[config.mk]
export PLATFORM = sky130hd
export DESIGN_NAME = hex_ring_cell_generator
export DESIGN_NICKNAME = d
export VERILOG_FILES = /design/src/hrc_pkg.sv /design/src/hex_ring_cell_generator.sv /design/src/hrc_datapath.sv /design/src/hrc_ctrl.sv
export SDC_FILE = /design/constraint.sdc
export NUM_CORES = 1
export LEC_CHECK = 0
export BUFFER_PORTS_ARGS = -buffer_cell sky130_fd_sc_hd__buf_4
export CAP_MARGIN = 20
export CORE_ASPECT_RATIO = 0.6
export CORE_UTILIZATION = 60
export CTS_BUF_LIST = sky130_fd_sc_hd__clkbuf_4 sky130_fd_sc_hd__clkbuf_8
export DETAILED_ROUTE_END_ITERATION = 16
export PLACE_DENSITY = 0.84
export SYNTH_ARGS = -nofsm -noshare
export SYNTH_HDL_FRONTEND = slang
export SYNTH_SLANG_ARGS = --single-unit
[constraint.sdc]
create_clock -name aclk -period 5.2 [get_ports aclk]
set_input_delay 0.26 -clock aclk [delete_from_list [all_inputs] [get_ports aclk]]
set_output_delay 0.26 -clock aclk [all_outputs]
set_load 0.005 [all_outputs]
[src/hrc_pkg.sv]
// ----------------------------------------------------------------------------
// hrc_pkg: shared types and constants for the hex ring cell generator
// Direction table, field widths and the controller/datapath link structs.
// ----------------------------------------------------------------------------
package hrc_pkg;

    localparam int CENTER_BITS    = 8;
    localparam int CELL_BITS      = 10;
    localparam int RING_BITS      = 3;
    localparam int DIR_BITS       = 3;
    localparam int S_DATA_BITS    = 24;
    localparam int M_DATA_BITS    = 24;
    localparam int DEF_MAX_RADIUS = 4;
    localparam int DEF_COORD_BITS = 8;

    localparam logic [DIR_BITS-1:0] LAST_DIR = 3'd5;

    typedef logic [CELL_BITS-1:0] cell_t;

    typedef struct packed {
        logic load;       // start a run from the input word
        logic next_ring;  // jump to the start cell of the next ring
        logic step;       // walk one cell along the current ring
    } hrc_cmd_t;

    typedef struct packed {
        logic range_empty;  // input word asks for no rings
        logic ring_end;     // current cell is the last one of its ring
        logic run_last;     // current cell is the last one of the run
    } hrc_sts_t;

    // Column change per direction: -1, 0, +1, +1, 0, -1
    function automatic cell_t hrc_col_delta(input logic [DIR_BITS-1:0] dir);
        cell_t d;
        case (dir)
            3'd1, 3'd4: d = '0;
            3'd2, 3'd3: d = cell_t'(1);
            default:    d = '1;
        endcase
        return d;
    endfunction

    // Row change per direction; diagonals depend on the column parity
    function automatic cell_t hrc_row_delta(input logic [DIR_BITS-1:0] dir,
                                            input logic odd);
        cell_t d;
        case (dir)
            3'd1:       d = cell_t'(1);
            3'd4:       d = '1;
            3'd2:       d = odd ? cell_t'(1) : '0;
            3'd3, 3'd5: d = odd ? '0 : '1;
            default:    d = odd ? cell_t'(1) : '0;
        endcase
        return d;
    endfunction

endpackage

[src/hex_ring_cell_generator.sv]
// ----------------------------------------------------------------------------
// hex_ring_cell_generator: hex grid ring walker, column-offset coordinates
// Emits every cell of rings from_radius..to_radius around a center cell.
// ----------------------------------------------------------------------------
// Usage:
//   The slave channel takes one word per run: center column/row and an
//   inclusive radius range (each bound clamped to MAX_RADIUS). The master
//   channel returns one word per cell: column, row (10-bit two's complement),
//   the ring radius, and tlast on the final cell of the run. A zero radius
//   yields the center cell once; an empty range yields nothing.
//   Latency: the first cell is valid the cycle after the input word is taken.
//   Throughput: one cell per cycle while m_tready is high; a run of N cells
//   holds the block from the input word through its last cell, N up to 61 at
//   MAX_RADIUS = 4. The input side is ready only between runs, since the
//   walk registers double as the output register.
//   A stall on m_tready freezes the walk; the current cell stays presented.
//   Reset (aresetn low, synchronous) returns to idle, ready for input, with
//   no output word valid.
// ----------------------------------------------------------------------------
module hex_ring_cell_generator
    import hrc_pkg::*;
#(
    parameter int MAX_RADIUS = DEF_MAX_RADIUS,
    parameter int COORD_BITS = DEF_COORD_BITS
) (
    input  logic                   aclk,
    input  logic                   aresetn,
    input  logic                   s_tvalid,
    output logic                   s_tready,
    // [7:0] hub_col, [15:8] hub_row, [18:16] from_radius, [21:19] to_radius
    input  logic [S_DATA_BITS-1:0] s_tdata,
    output logic                   m_tvalid,
    input  logic                   m_tready,
    // [9:0] cell_x, [19:10] cell_y, [22:20] ring
    output logic [M_DATA_BITS-1:0] m_tdata,
    output logic                   m_tlast
);

    hrc_cmd_t cmd;
    hrc_sts_t sts;

    hrc_ctrl u_ctrl (
        .aclk     (aclk),
        .aresetn  (aresetn),
        .s_tvalid (s_tvalid),
        .s_tready (s_tready),
        .m_tvalid (m_tvalid),
        .m_tready (m_tready),
        .sts      (sts),
        .cmd      (cmd)
    );

    hrc_datapath #(
        .MAX_RADIUS (MAX_RADIUS),
        .COORD_BITS (COORD_BITS)
    ) u_datapath (
        .aclk    (aclk),
        .aresetn (aresetn),
        .s_tdata (s_tdata),
        .cmd     (cmd),
        .sts     (sts),
        .m_tdata (m_tdata)
    );

    assign m_tlast = sts.run_last;

endmodule

[src/hrc_datapath.sv]
// ----------------------------------------------------------------------------
// hrc_datapath: walk position, ring and direction counters
// Holds the current cell, which is also the output word, and flags ring ends.
// ----------------------------------------------------------------------------
module hrc_datapath
    import hrc_pkg::*;
#(
    parameter int MAX_RADIUS = DEF_MAX_RADIUS,
    parameter int COORD_BITS = DEF_COORD_BITS
) (
    input  logic                   aclk,
    input  logic                   aresetn,
    input  logic [S_DATA_BITS-1:0] s_tdata,
    input  hrc_cmd_t               cmd,
    output hrc_sts_t               sts,
    output logic [M_DATA_BITS-1:0] m_tdata
);

    localparam int CB = (COORD_BITS < CENTER_BITS) ? COORD_BITS : CENTER_BITS;
    localparam logic [CENTER_BITS-1:0] CMASK =
        CENTER_BITS'((CENTER_BITS+1)'(1) << CB) - CENTER_BITS'(1);
    localparam logic [RING_BITS-1:0] RMAX = RING_BITS'(MAX_RADIUS);

    logic [CENTER_BITS-1:0] in_x, in_y;
    logic [RING_BITS-1:0]   lo_raw, hi_raw, lo_c, hi_c;

    logic [CENTER_BITS-1:0] cx_reg, cx_next, cy_reg, cy_next;
    cell_t                  walk_x_reg, walk_x_next, walk_y_reg, walk_y_next;
    logic [RING_BITS-1:0]   ring_reg, ring_next, hi_reg, hi_next, ring_inc;
    logic [DIR_BITS-1:0]    dir_reg, dir_next;
    logic [RING_BITS-1:0]   step_reg, step_next, step_inc;

    assign in_x   = s_tdata[7:0] & CMASK;
    assign in_y   = s_tdata[15:8] & CMASK;
    assign lo_raw = s_tdata[18:16];
    assign hi_raw = s_tdata[21:19];
    assign lo_c   = (lo_raw > RMAX) ? RMAX : lo_raw;
    assign hi_c   = (hi_raw > RMAX) ? RMAX : hi_raw;

    assign ring_inc = ring_reg + RING_BITS'(1);
    assign step_inc = step_reg + RING_BITS'(1);

    always_comb begin
        cx_next     = cx_reg;
        cy_next     = cy_reg;
        hi_next     = hi_reg;
        ring_next   = ring_reg;
        walk_x_next = walk_x_reg;
        walk_y_next = walk_y_reg;
        dir_next    = dir_reg;
        step_next   = step_reg;
        if (cmd.load) begin
            cx_next     = in_x;
            cy_next     = in_y;
            hi_next     = hi_c;
            ring_next   = lo_c;
            walk_x_next = cell_t'(in_x);
            walk_y_next = cell_t'(in_y) - cell_t'(lo_c);
            dir_next    = '0;
            step_next   = '0;
        end else if (cmd.next_ring) begin
            ring_next   = ring_inc;
            walk_x_next = cell_t'(cx_reg);
            walk_y_next = cell_t'(cy_reg) - cell_t'(ring_inc);
            dir_next    = '0;
            step_next   = '0;
        end else if (cmd.step) begin
            walk_x_next = walk_x_reg + hrc_col_delta(dir_reg);
            walk_y_next = walk_y_reg + hrc_row_delta(dir_reg, walk_x_reg[0]);
            if (step_inc == ring_reg) begin
                dir_next  = dir_reg + DIR_BITS'(1);
                step_next = '0;
            end else begin
                step_next = step_inc;
            end
        end
    end

    always_ff @(posedge aclk) begin
        if (!aresetn) begin
            ring_reg <= '0;
            hi_reg   <= '0;
            dir_reg  <= '0;
            step_reg <= '0;
        end else begin
            ring_reg <= ring_next;
            hi_reg   <= hi_next;
            dir_reg  <= dir_next;
            step_reg <= step_next;
        end
    end

    always_ff @(posedge aclk) begin
        cx_reg     <= cx_next;
        cy_reg     <= cy_next;
        walk_x_reg <= walk_x_next;
        walk_y_reg <= walk_y_next;
    end

    assign sts.range_empty = lo_c > hi_c;
    assign sts.ring_end    = (ring_reg == '0) ||
                             ((dir_reg == LAST_DIR) && (step_inc == ring_reg));
    assign sts.run_last    = sts.ring_end && (ring_reg == hi_reg);

    assign m_tdata = {1'b0, ring_reg, walk_y_reg, walk_x_reg};

endmodule

[src/hrc_ctrl.sv]
// ----------------------------------------------------------------------------
// hrc_ctrl: run sequencer
// Takes one input word when idle, then steps the datapath once per output word.
// ----------------------------------------------------------------------------
module hrc_ctrl
    import hrc_pkg::*;
(
    input  logic     aclk,
    input  logic     aresetn,
    input  logic     s_tvalid,
    output logic     s_tready,
    output logic     m_tvalid,
    input  logic     m_tready,
    input  hrc_sts_t sts,
    output hrc_cmd_t cmd
);

    localparam logic ST_IDLE = 1'b0;
    localparam logic ST_RUN  = 1'b1;

    logic state_reg, state_next;
    logic in_acc, out_acc;

    assign s_tready = (state_reg == ST_IDLE);
    assign m_tvalid = (state_reg == ST_RUN);
    assign in_acc   = s_tvalid && s_tready;
    assign out_acc  = m_tvalid && m_tready;

    assign cmd.load      = in_acc;
    assign cmd.next_ring = out_acc && sts.ring_end && !sts.run_last;
    assign cmd.step      = out_acc && !sts.ring_end;

    always_comb begin
        state_next = state_reg;
        case (state_reg)
            ST_IDLE: begin
                if (in_acc && !sts.range_empty) state_next = ST_RUN;
            end
            ST_RUN: begin
                if (out_acc && sts.run_last) state_next = ST_IDLE;
            end
            default: state_next = ST_IDLE;
        endcase
    end

    always_ff @(posedge aclk) begin
        if (!aresetn) begin
            state_reg <= ST_IDLE;
        end else begin
            state_reg <= state_next;
        end
    end

`ifndef SYNTH
    a_cmd_onehot: assert property (@(posedge aclk) disable iff (!aresetn)
        $onehot0({cmd.load, cmd.next_ring, cmd.step}))
        else $error("hrc_ctrl: more than one datapath command");

    a_run_done: assert property (@(posedge aclk) disable iff (!aresetn)
        out_acc && sts.run_last |=> state_reg == ST_IDLE)
        else $error("hrc_ctrl: run did not end after last word");

    a_empty_idle: assert property (@(posedge aclk) disable iff (!aresetn)
        in_acc && sts.range_empty |=> state_reg == ST_IDLE)
        else $error("hrc_ctrl: empty range started a run");

    a_stall_hold: assert property (@(posedge aclk) disable iff (!aresetn)
        m_tvalid && !m_tready |=> m_tvalid)
        else $error("hrc_ctrl: run dropped while output stalled");
`endif

endmodule

==> results.md <==
- GPL Wtd Cong: between 0.8 and 0.9
- Pwr dens: just under 300 nW/um2
- R2r endpoint: u_datapath.walk_x_reg[9]$_SDFFE_PP0P_
- Pre-Repair DR Iteration Count: 5
- Post-route ant nets: 0
- Crit end category: register
- Async set-reset flop share out of synthesis: 0%
- HPWL Detailed: approximately 5500 um
- Fmax: around 280 MHz
- Non-Filler Instances: 473
- Seq/Total Area, Yosys: slightly below 40%
- Dpl cells: 465
- Sink Count: roughly 50
- VDD IR max: approximately 160 uV
- Clock share of power: about a quarter
- Final Instance Area: between 3000 and 4000 um2
- GRT Overall Usage: 25.6%
- Tot Pwr: between 1 and 1.5 mW
- Avg Cell Area, Syn: 9.42 um2
- Die W: between 90 and 100 um
- Final Hold Violating Endpoints: 0
- MaxCap Viol Count: 0
- R2r startpoint: u_datapath.dir_reg[1]$_SDFFE_PP0P_
- Commonest cells after routing, fill and taps aside: buf_4 (54), nand2_1 (42), edfxtp_1 (34)
- RSZ-0062 raised after global routing: false
- DRT Wirelength: 7250 um
- Vias per cell: roughly 5.9
- M2 GR Usage: 43.0%
- Final Core Density: 74.5%
- Area delta synth->final: 16.0%
- Syn Nets: between 400 and 500
- Setup tns final: 0 ns
- Largest stage delay, worst path: 0.72 ns
- Cells after Synth: approximately 360
- Worst setup SP type: register
- Pin count of the biggest net entering global routing: 20
- Pin slew with the least headroom to its limit: about 0.97 ns
- DRC: 0
- Vias: 2803
- Initial Util: 64.3%
- Number of buffers inserted by hold repair at cts: 0
- Clk Latency, worst-skew pair: approximately 0.3 ns
- Grt peak-use layer: met2
- Layout cells sized above 1: 17.4%
- H-tree depth: 2
- Fill cell count: a little under 400
- Worst path required time: between 5 and 6 ns
- Worst Reg-to-Reg Cells: 12
- Clock Tree Buf Depth: 2
- Register bit total from synthesis: 49
- WP data arrival: a little under 4 ns
- Sequential power share: 45.1%
- Met3 usage: under 10%
- Final setup vio count: 0
- Internal power: between 0.7 and 0.8 mW
- Die Y-Extent: around 60 um
- Leak Pwr: roughly 1.5 nW
- Crit path kind: register to register
- Num rows: 20
- Period minus WS final: around 3.6 ns
- TritonCTS Buffers: 5
- Worst-path maximum fanout: 10
- Fin. max-slew vios: 0
- Distinct cells, synth: roughly 60
- Synthesized cell area: approximately 3400 um2
- Initial antenna violation count: 0
- Total gr overflow: 0
- Type of the tightest min-delay check: input pin to register
- Crit path cell chain: inv_1 > ha_1 > nor2_1 > nor2_1 > a21oi_1 > ha_1 > a211oi_1 > o21ai_0 > a41oi_1 > xor2_1 > or3_1 > a21oi_1
- Sw Share: ~31%
- Status: finished, final reports clean
- Die area: between 5000 and 6000 um2
- Post-CTS setup buffers: 0
- Reg2reg setup slack: ~1.6 ns
- Rel. slew slack: 35.4%
- CTS tree: done
- Port buffer count: between 50 and 60
- Most common cell after layout, fill and taps aside: buf_4
- Dpl cell area: 3790 um2
- Post-CTS sizing: 0
- Dpl ws: around 1.6 ns
- I/O pin cnt: 55
- Critical Path Start: u_datapath.dir_reg[1]$_SDFFE_PP0P_
- Met1 Use GR: between 30% and 40%
- NumNets Final: about 460
- Hold slack: 0.137 ns
- First-pass GRT wire length: around 12000 um
- Warnings from Yosys: 0
- Worst setup margin: 1.58 ns
- Sw power: roughly 0.36 mW
- Post-synth top flop: edfxtp_1
- Slowest CP cell: a21oi_1
- DR WL/cell: 15.3 um
- Core box area: approximately 5200 um2
- Critical path destination: u_datapath.walk_x_reg[9]$_SDFFE_PP0P_
- Period utilization: between 60% and 70%
- Root Driver: clkbuf_8
- Vias in the first global route: about 2500
- Comb pwr share: around a third
- Skew final: a little under 0.009 ns
- 1st-iter DRT viols: around 180
- Worst-path clk slew: about 0.10 ns
- Post-synth EDFFs: 34
- Antenna diode count: 0
-- layer usage --
| layer | vias up | wire, um |
|---|---|---|
| met5 | - | 0 |
| met4 | 0 | 80 |
| met3 | 13 | 483 |
| met2 | 110 | 3310 |
| met1 | 1293 | 3380 |
| li1 | 1387 | - |
-- synth_stat cells, drive strengths merged (2+ instances only) --
cell,number,share of area [%]
o221ai,4,1.0
a211oi,5,1.1
a31oi,8,1.5
or3,7,1.4
and3,3,0.60
xor2,12,3.1
nor2,30,3.3
o211ai,2,0.45
nand4b,2,0.52
a21o,6,1.4
a21boi,2,0.45
a21oi,17,2.5
buf,5,1.0
and2,3,0.56
mux2i,2,0.60
fa,3,1.8
o32ai,2,0.52
ha,26,9.7
nand4,3,0.56
or2,2,0.37
o22ai,2,0.37
nand2b,2,0.37
nand2,42,4.7
dfxtp,15,8.9
xnor2,22,5.7
a211o,2,0.52
o21ai,21,3.3
edfxtp,34,30
nor3,4,0.60
nor2b,8,1.5
inv,19,2.1
o21a,2,0.45
o22a,2,0.52
nand3,9,1.3
nand3b,3,0.67
or4,3,0.78
clkbuf,7,0.82
nor4,2,0.37
-- final cells by class --
class                      instances  area (um2)  share of cell area (%)
clock inverter                     3        41.3                    1.06
tap                               66        82.6                    2.12
sequential                        49        1320                    33.9
inverter                          19        71.3                    1.83
clock buffer                       5        68.8                    1.77
multi-input combinational        277        1910                    48.9
timing repair buffer              54         405                    10.4
-- power groups by stage --
stage                     Combinational, mW  Sequential (mW)  Clock [mW]
final                                 0.365            0.523       0.270
after CTS                             0.364            0.522       0.270
after detailed placement              0.361            0.531           0
after floorplan                       0.243            0.520           0
after global routing                  0.406            0.529       0.288
after global placement                0.350            0.528           0
-- kinds of logic after synthesis --
| kind of cell | share of synthesized area [%] |
|---|---|
| AOI/OAI and AO/OA | 16.6 |
| xor gates and xnor gates | 9.53 |
| adders and majority gates | 11.5 |
| buffers and inverters | 3.94 |
| DFF | 39.3 |
| muxes | 0.930 |
| other | 0.112 |
| and+or+nand+nor | 18.2 |
-- how the worst min path moves through the flow --
stage	cells after the start	slack, ns	start	to
floorplan	0	0.36	s_tdata[0]	u_datapath.cx_reg[0]$_DFFE_PP_
global route	1	0.13	s_tdata[0]	u_datapath.cx_reg[0]$_DFFE_PP_
CTS	1	0.14	s_tdata[0]	u_datapath.cx_reg[0]$_DFFE_PP_
finish	1	0.14	s_tdata[7]	u_datapath.cx_reg[7]$_DFFE_PP_
detailed placement	1	0.45	s_tdata[2]	u_datapath.cx_reg[2]$_DFFE_PP_
global placement	1	0.45	s_tdata[5]	u_datapath.cx_reg[5]$_DFFE_PP_
-- critical path: cells and delay by family, from the launching register on --
kind,cells,cell delay [ns]
adder cells (fa/ha/maj),2,0.64
XOR/XNOR,1,0.11
AND/OR/NAND/NOR,3,0.52
flip-flops,1,0.46
buffers and inverters,1,0.12
AO/OA/AOI/OAI,5,1.70
Note: power is estimated with default switching activity, not from simulation.
